## config.mk

```make
export PLATFORM = sky130hd
export DESIGN_NAME = rgba16_premult_to_rgba8_straight
export DESIGN_NICKNAME = d
export VERILOG_FILES = /design/src/design/unpm_pkg.sv /design/src/design/unpm_lane.sv /design/src/design/unpm_merge.sv /design/src/design/rgba16_premult_to_rgba8_straight.sv
export SDC_FILE = /design/constraint.sdc
export NUM_CORES = 2
export LEC_CHECK = 0
export BUFFER_PORTS_ARGS = -buffer_cell sky130_fd_sc_hd__buf_2
export CAP_MARGIN = 30
export CORE_MARGIN = 2
export CORE_UTILIZATION = 60
export CTS_CLUSTER_DIAMETER = 40
export DETAILED_ROUTE_END_ITERATION = 10
export HOLD_SLACK_MARGIN = 0.12
export PLACE_DENSITY_LB_ADDON = 0.12
export SLEW_MARGIN = 20
export SYNTH_ARGS = -nofsm -noshare
export SYNTH_HDL_FRONTEND = slang
export SYNTH_SLANG_ARGS = --single-unit
```

## constraint.sdc

```tcl
create_clock -name clk -period 95.9 [get_ports clk]
set_input_delay 9.59 -clock clk [delete_from_list [all_inputs] [get_ports clk]]
set_output_delay 9.59 -clock clk [all_outputs]
set_load 0.005 [all_outputs]
```

## src/design/unpm_pkg.sv

```systemverilog
`timescale 1ns / 1ps
// Shared types and constants for the RGBA16 premultiplied to RGBA8 straight converter.
// No dependencies.
package unpm_pkg;

	localparam int CH_W       = 16;
	localparam int OUT_W      = 8;
	localparam int PROD_W     = 2 * CH_W;
	localparam int DIV_STEPS  = OUT_W + 1;
	localparam int QUO_W      = DIV_STEPS;
	localparam int PIPE_DEPTH = DIV_STEPS + 1;
	localparam int FIFO_DEPTH = 2;
	localparam int CNT_W      = $clog2(FIFO_DEPTH + 1);

	localparam logic [OUT_W-1:0] CH_MAX = {OUT_W{1'b1}};

	typedef logic [CH_W-1:0]  chan_t;
	typedef logic [OUT_W-1:0] byte_t;

	typedef struct packed {
		byte_t red;
		byte_t green;
		byte_t blue;
		byte_t alpha;
	} pixel_t;

endpackage

```

## src/design/unpm_lane.sv

```systemverilog
`timescale 1ns / 1ps
// One color lane: c * 65535 followed by a pipelined restoring divider, one quotient bit
// per stage, then saturation and the zero-alpha override. Depends on unpm_pkg.
module unpm_lane (
	input  logic          clk,
	input  logic          en,
	input  unpm_pkg::chan_t color,
	input  unpm_pkg::chan_t alpha,
	output unpm_pkg::byte_t straight
);
	import unpm_pkg::*;

	logic [PROD_W-1:0] rem_s   [DIV_STEPS];
	chan_t             alpha_s [DIV_STEPS];
	logic [QUO_W-1:0]  quo_s   [1:DIV_STEPS];
	logic              zero_s  [PIPE_DEPTH];

	// color * 65535 = (color << 16) - color
	always_ff @(posedge clk) begin
		if (en) begin
			rem_s[0]   <= {color, {CH_W{1'b0}}} - {{CH_W{1'b0}}, color};
			alpha_s[0] <= alpha;
			zero_s[0]  <= (alpha == '0);
		end
	end

	genvar j;
	generate
		for (j = 1; j <= DIV_STEPS; j++) begin : g_step
			localparam int SH = OUT_W + DIV_STEPS - j;
			logic [PROD_W-1:0] trial;
			logic              ge;

			assign trial = {{(PROD_W-CH_W){1'b0}}, alpha_s[j-1]} << SH;
			assign ge    = (rem_s[j-1] >= trial);

			always_ff @(posedge clk) begin
				if (en) begin
					zero_s[j] <= zero_s[j-1];
				end
			end

			if (j == 1) begin : g_first
				always_ff @(posedge clk) begin
					if (en) begin
						quo_s[j] <= {{(QUO_W-1){1'b0}}, ge};
					end
				end
			end else begin : g_next
				always_ff @(posedge clk) begin
					if (en) begin
						quo_s[j] <= {quo_s[j-1][QUO_W-2:0], ge};
					end
				end
			end

			if (j < DIV_STEPS) begin : g_rem
				always_ff @(posedge clk) begin
					if (en) begin
						rem_s[j]   <= ge ? (rem_s[j-1] - trial) : rem_s[j-1];
						alpha_s[j] <= alpha_s[j-1];
					end
				end
			end
		end
	endgenerate

	always_comb begin
		if (zero_s[DIV_STEPS]) begin
			straight = '0;
		end else if (quo_s[DIV_STEPS][QUO_W-1]) begin
			straight = CH_MAX;
		end else begin
			straight = quo_s[DIV_STEPS][OUT_W-1:0];
		end
	end

endmodule

```

## src/design/unpm_merge.sv

```systemverilog
`timescale 1ns / 1ps
// Merge stage: gathers the lane results and alpha into one pixel and holds it in a
// two-entry output queue that decouples the output handshake. Depends on unpm_pkg.
module unpm_merge (
	input  logic             clk,
	input  logic             arst_n,
	input  logic             push,
	input  unpm_pkg::byte_t  red,
	input  unpm_pkg::byte_t  green,
	input  unpm_pkg::byte_t  blue,
	input  unpm_pkg::byte_t  alpha,
	output logic             room,
	output logic             valid,
	input  logic             ready,
	output unpm_pkg::pixel_t pix
);
	import unpm_pkg::*;

	pixel_t           head_q;
	pixel_t           tail_q;
	pixel_t           new_pix;
	logic [CNT_W-1:0] cnt_q;
	logic             pop;

	assign new_pix = '{red: red, green: green, blue: blue, alpha: alpha};
	assign valid   = (cnt_q != '0);
	assign room    = (cnt_q != CNT_W'(FIFO_DEPTH));
	assign pop     = valid && ready;
	assign pix     = head_q;

	always_ff @(posedge clk or negedge arst_n) begin
		if (!arst_n) begin
			cnt_q <= '0;
		end else begin
			cnt_q <= cnt_q + CNT_W'(push) - CNT_W'(pop);
		end
	end

	always_ff @(posedge clk) begin
		priority if (pop && push) begin
			if (cnt_q == CNT_W'(1)) begin
				head_q <= new_pix;
			end else begin
				head_q <= tail_q;
				tail_q <= new_pix;
			end
		end else if (pop) begin
			head_q <= tail_q;
		end else if (push) begin
			if (cnt_q == '0) begin
				head_q <= new_pix;
			end else begin
				tail_q <= new_pix;
			end
		end
	end

endmodule

```

## src/design/rgba16_premult_to_rgba8_straight.sv

```systemverilog
`timescale 1ns / 1ps
// Top level: three color lanes side by side, alpha and beat-valid pipeline, merge queue.
// Depends on unpm_pkg, unpm_lane and unpm_merge.
//
//  channel    handshake                        payload
//  premult    premult_valid / premult_ready    red/green/blue_premult, alpha_in (16 b each)
//  straight   straight_valid / straight_ready  red/green/blue_straight, alpha_out (8 b each)
//
// Throughput: one pixel per cycle while the output queue has room; every lane runs a
// nine-stage restoring divider behind one product stage, one quotient bit per stage.
// Path: each input beat passes the product stage, the divider stages and the output queue.
// Reset clears the beat-valid pipeline and the output queue; no clearing pass.
// The whole pipeline holds only while the two-entry output queue is full, so
// premult_ready never depends on straight_ready in the same cycle.
module rgba16_premult_to_rgba8_straight (
	input  logic            clk,
	input  logic            arst_n,
	input  logic            premult_valid,
	output logic            premult_ready,
	input  unpm_pkg::chan_t red_premult,
	input  unpm_pkg::chan_t green_premult,
	input  unpm_pkg::chan_t blue_premult,
	input  unpm_pkg::chan_t alpha_in,
	output logic            straight_valid,
	input  logic            straight_ready,
	output unpm_pkg::byte_t red_straight,
	output unpm_pkg::byte_t green_straight,
	output unpm_pkg::byte_t blue_straight,
	output unpm_pkg::byte_t alpha_out
);
	import unpm_pkg::*;

	logic   advance;
	logic   vld_s  [PIPE_DEPTH];
	byte_t  aout_s [PIPE_DEPTH];
	byte_t  red_l;
	byte_t  green_l;
	byte_t  blue_l;
	pixel_t pix;

	assign premult_ready = advance;

	always_ff @(posedge clk or negedge arst_n) begin
		if (!arst_n) begin
			for (int i = 0; i < PIPE_DEPTH; i++) begin
				vld_s[i] <= 1'b0;
			end
		end else if (advance) begin
			vld_s[0] <= premult_valid;
			for (int i = 1; i < PIPE_DEPTH; i++) begin
				vld_s[i] <= vld_s[i-1];
			end
		end
	end

	always_ff @(posedge clk) begin
		if (advance) begin
			aout_s[0] <= alpha_in[CH_W-1 -: OUT_W];
			for (int i = 1; i < PIPE_DEPTH; i++) begin
				aout_s[i] <= aout_s[i-1];
			end
		end
	end

	unpm_lane u_lane_red (
		.clk      (clk),
		.en       (advance),
		.color    (red_premult),
		.alpha    (alpha_in),
		.straight (red_l)
	);

	unpm_lane u_lane_green (
		.clk      (clk),
		.en       (advance),
		.color    (green_premult),
		.alpha    (alpha_in),
		.straight (green_l)
	);

	unpm_lane u_lane_blue (
		.clk      (clk),
		.en       (advance),
		.color    (blue_premult),
		.alpha    (alpha_in),
		.straight (blue_l)
	);

	unpm_merge u_merge (
		.clk    (clk),
		.arst_n (arst_n),
		.push   (advance && vld_s[PIPE_DEPTH-1]),
		.red    (red_l),
		.green  (green_l),
		.blue   (blue_l),
		.alpha  (aout_s[PIPE_DEPTH-1]),
		.room   (advance),
		.valid  (straight_valid),
		.ready  (straight_ready),
		.pix    (pix)
	);

	assign red_straight   = pix.red;
	assign green_straight = pix.green;
	assign blue_straight  = pix.blue;
	assign alpha_out      = pix.alpha;

endmodule

```

==> impl_metrics.yaml <==
outcome:
  status: "finished clean"
logic_synthesis:
  postSynth.asyncResetShare_pct: 0.970
  post_synth_mux_area_share_pct: 2.54
  post_synth_and_or_nand_nor_area_fraction_pct: 11.5
  seq_area_frac_synth_pct: 56.2
  netlist_top_cells_area: "sky130_fd_sc_hd__edfxtp_1 56%, sky130_fd_sc_hd__ha_1 8.3%, sky130_fd_sc_hd__a21oi_1 3.3%, sky130_fd_sc_hd__xnor2_1 3.1%, sky130_fd_sc_hd__nor2_1 2.7%"
  ys_ff_latch: 1237
  syn_area_um2: 65900
  post_synth_xor_area_fraction_pct: 5.39
  synth.avg_cell_area_um2: 11.9
  netlist-cell-type-count: 94
  synth_top_area_cell: "sky130_fd_sc_hd__edfxtp_1"
  leading_cell_type_by_number_of_instances_after_synthesis: "sky130_fd_sc_hd__edfxtp_1"
  yosys_most_used_dff: "sky130_fd_sc_hd__edfxtp_1"
  post_synthesis_net_count: 6080
  synth_edf_count: 1225
  netlist.area_leader.share_pct: 55.8
  largest_family_of_logic_cells_by_synthesized_area: "compound AO/OA/AOI/OAI gates"
  synthesis.instances: 5550
  adder_cell_share_of_the_synthesized_area_pct: 9.04
  synth_compound_gate_area_share_pct: 13.0
  post_synth_top_cells: "1,225 x sky130_fd_sc_hd__edfxtp_1, 469 x sky130_fd_sc_hd__nor2_1, 438 x sky130_fd_sc_hd__ha_1"
  yosysWarnings: 0
global_routing:
  grt_antenna_before_repair: 0
  grt_first_pass_wirelength_um: 240000
  number_of_global_route_vias_before_repair: 41800
  grt.overflow.total: 0
  grt_max_degree: 88
  grt_usage_pct: 28.1
cts:
  clock_tree_from_tritoncts: "done"
  worst_skew_pair.late_latency_ns: 0.77
  number_of_cts_inserted_buffers: 162
  cts-htree-levels: 4
  clock_tree.buffer_depth: 3
  cts.repair_timing.setup_buffer_count: 0
  cts.sink_count: 1237
  clockRootBuffer: "sky130_fd_sc_hd__clkbuf_16"
  resized_after_cts: 0
  clk_pin_slew_worst_paths_ns: 0.06
  number_of_hold_buffers_added_after_cts: 0
floorplanning:
  core-area_um2: 109000
  floorplan.io_pins: 102
  initial_core_util_pct: 60.5
  dieWidth_um: 336
  dieArea_um2: 113000
  row_count: 121
  fp.dieH_um: 336
timing:
  worst_slack_ns: 83.73
  slew_headroom_pct: 33.3
  achievable-frequency_mhz: 82.2
  finalHoldViolCount: 0
  share_of_the_clock_period_used_by_the_worst_path_after_layout_pct: 12.7
  clock-skew-final_ns: 0.0272
  setup_repair_after_global_routing_missed_its_margin: "no"
  timing.final.setup_violations: 0
  min_period_ns: 12.17
  tightest_slew_ns: 0.990
  fin_setup_tns_ns: 0
  final_max_slew_viol_count: 0
setup_path:
  critical_path.startpoint_type: "register"
  timing.critical_path.max_delay_family: "simple AND/OR/NAND/NOR gates"
  slowest_delay_ns: 0.80
  worst-path-buf-inv: 2
  cp_data_required_time_ns: 86.31
  crit_path_slowest_cell: "sky130_fd_sc_hd__nor2b_1"
  path_max_fanout: 39
  crit_path_cell_trace: "nor2b_1 -> inv_8 -> buf_2"
  cp-end-kind: "primary output"
  worst_ep_arrival_time_ns: 2.58
  timing_worst_setup_path_type: "reg -> out"
route:
  drc_errors: 0
  route.vias.total: 43500
  drt_iter0_markers: 3238
  drt_first_pass_iters: 5
  detail_route.wirelength_um: 158000
  routedWlPerCell_um: 21.6
  antenna_violating_nets_post_route: 0
  routed_via_density: 5.97
cells_and_area:
  area.growth.synth_to_final_pct: 12.0
  fin_util_pct: 67.8
  final.fill_count: 7985
  final_layout_size_suffix_gt1_share_pct: 10.7
  final_cell_area_um2: 73900
  fin_nets: 6272
worst_hold_path:
  min_path_type: "reg -> reg"
placement:
  pre_cts_slack_ns: 83.77
  io_buffers: 101
  placement.cell_area_um2: 68200
  detailedPlacementHpwl_um: 123000
  gpl_wtd_cong: 0.937
flow_run:
  maxCapViolations: 0
[registers in the layout, indices dropped and copies added, names as in the netlist, 6 cells and up]
name                 count
u_lane_blue.alpha_s     81
u_lane_blue.quo_s       45
u_merge.pix             32
u_lane_green.quo_s      45
aout_s                  71
vld_s                   10
u_merge.tail_q          32
u_lane_blue.rem_s      288
u_lane_green.rem_s     288
u_lane_red.rem_s       288
u_lane_red.quo_s        45
u_lane_blue.zero_s       6
[cell usage in the layout, fill, tap and decap left out, drive strengths merged, types with 23 or more instances in the layout]
| cell type | n |
|---|---|
| edfxtp | 1225 |
| nor2 | 469 |
| ha | 438 |
| a21oi | 436 |
| nand2 | 361 |
| o21ai | 321 |
| inv | 312 |
| xnor2 | 236 |
| clkbuf | 185 |
| xor2 | 170 |
| buf | 148 |
| mux2 | 140 |
| a21o | 130 |
| nor3 | 116 |
| nor2b | 81 |
| nand3 | 81 |
| o21a | 77 |
| nor4 | 74 |
| clkinv | 59 |
| nand4 | 56 |
| nand2b | 52 |
| or3 | 43 |
| a31oi | 43 |
| a211oi | 41 |
| o31ai | 39 |
| o211ai | 37 |
| o21bai | 36 |
| nor4b | 29 |
| or2 | 29 |
| and3 | 28 |
| o31a | 24 |
| fa | 24 |
| nand3b | 23 |
| and2 | 23 |
[worst register-to-register path, stage by stage, from the launching register on]
cell	delay [ns]
sky130_fd_sc_hd__dfrtp_1	0.41
sky130_fd_sc_hd__nor2b_1	0.31
sky130_fd_sc_hd__inv_8	0.32
sky130_fd_sc_hd__buf_4	0.67
sky130_fd_sc_hd__buf_4	0.45
sky130_fd_sc_hd__buf_16	0.31
sky130_fd_sc_hd__buf_4	0.73
sky130_fd_sc_hd__buf_4	0.85
sky130_fd_sc_hd__buf_4	0.90
[final cells by class]
cell class	count	area, um2	share of cell area, %
flip-flops and latches	1237	37100	50.2
multi-input cells	3911	27400	37.1
clock buffers	185	4280	5.79
well taps	1414	1770	2.39
clock inverters	113	1210	1.64
inverters	282	1070	1.44
repair buffers	148	1060	1.43
diodes	2	5.00	0.00677
[per-stage QoR]
| stage | hold WS (ns) | cells |
|---|---|---|
| after floorplan | 0.400 | 5550 |
| after global placement | 0.401 | 6977 |
| after detailed placement | 0.405 | 6984 |
| after CTS | 0.410 | 7282 |
| after global routing | 0.416 | 7290 |
| final | 0.410 | 7292 |
[path summary, 6_finish.rpt]
check | from | endpoint | slack, ns | depth (start not counted)
worst max-delay path | u_merge.cnt_q[1]$_DFF_PN0_ | premult_ready | 83.73 | 3
worst min-delay path | u_lane_green.quo_s[0][63]$_DFFE_PN_ | u_lane_green.quo_s[0][73]$_DFFE_PN_ | 0.41 | 0
worst max register to register | u_merge.cnt_q[1]$_DFF_PN0_ | u_lane_green.rem_s[0][60]$_DFFE_PN_ | 90.50 | 8
worst min register to register | u_lane_green.quo_s[0][63]$_DFFE_PN_ | u_lane_green.quo_s[0][73]$_DFFE_PN_ | 0.41 | 0
max in group asynchronous | arst_n | vld_s[5]$_DFFE_PN0N_ | 87.00 | 1
min in group asynchronous | arst_n | vld_s[9]$_DFFE_PN0N_ | 8.69 | 1
[kinds of logic (layout without fill, tap and decap cells)]
| family | Yosys count | in the layout |
|---|---|---|
| AO/OA/AOI/OAI | 1359 | 1359 |
| XOR/XNOR | 406 | 406 |
| adder cells (fa/ha/maj) | 462 | 462 |
| buffers and inverters | 402 | 728 |
| flip-flops | 1237 | 1237 |
| multiplexers | 150 | 150 |
| other | 0 | 2 |
| AND/OR/NAND/NOR | 1534 | 1534 |
[per-layer routing]
layer  GRT usage [%]  vias up  part of all wire, %
met5               0        -                    0
met2            46.9     1224                   48
met3            3.27      399                  3.8
li1                -    21400                    -
met1            34.5    20500                   41
met4            19.1        0                  7.2
Power is not shown: default switching activity piles up to over one toggle a cycle in this logic, so the estimate is an artifact.
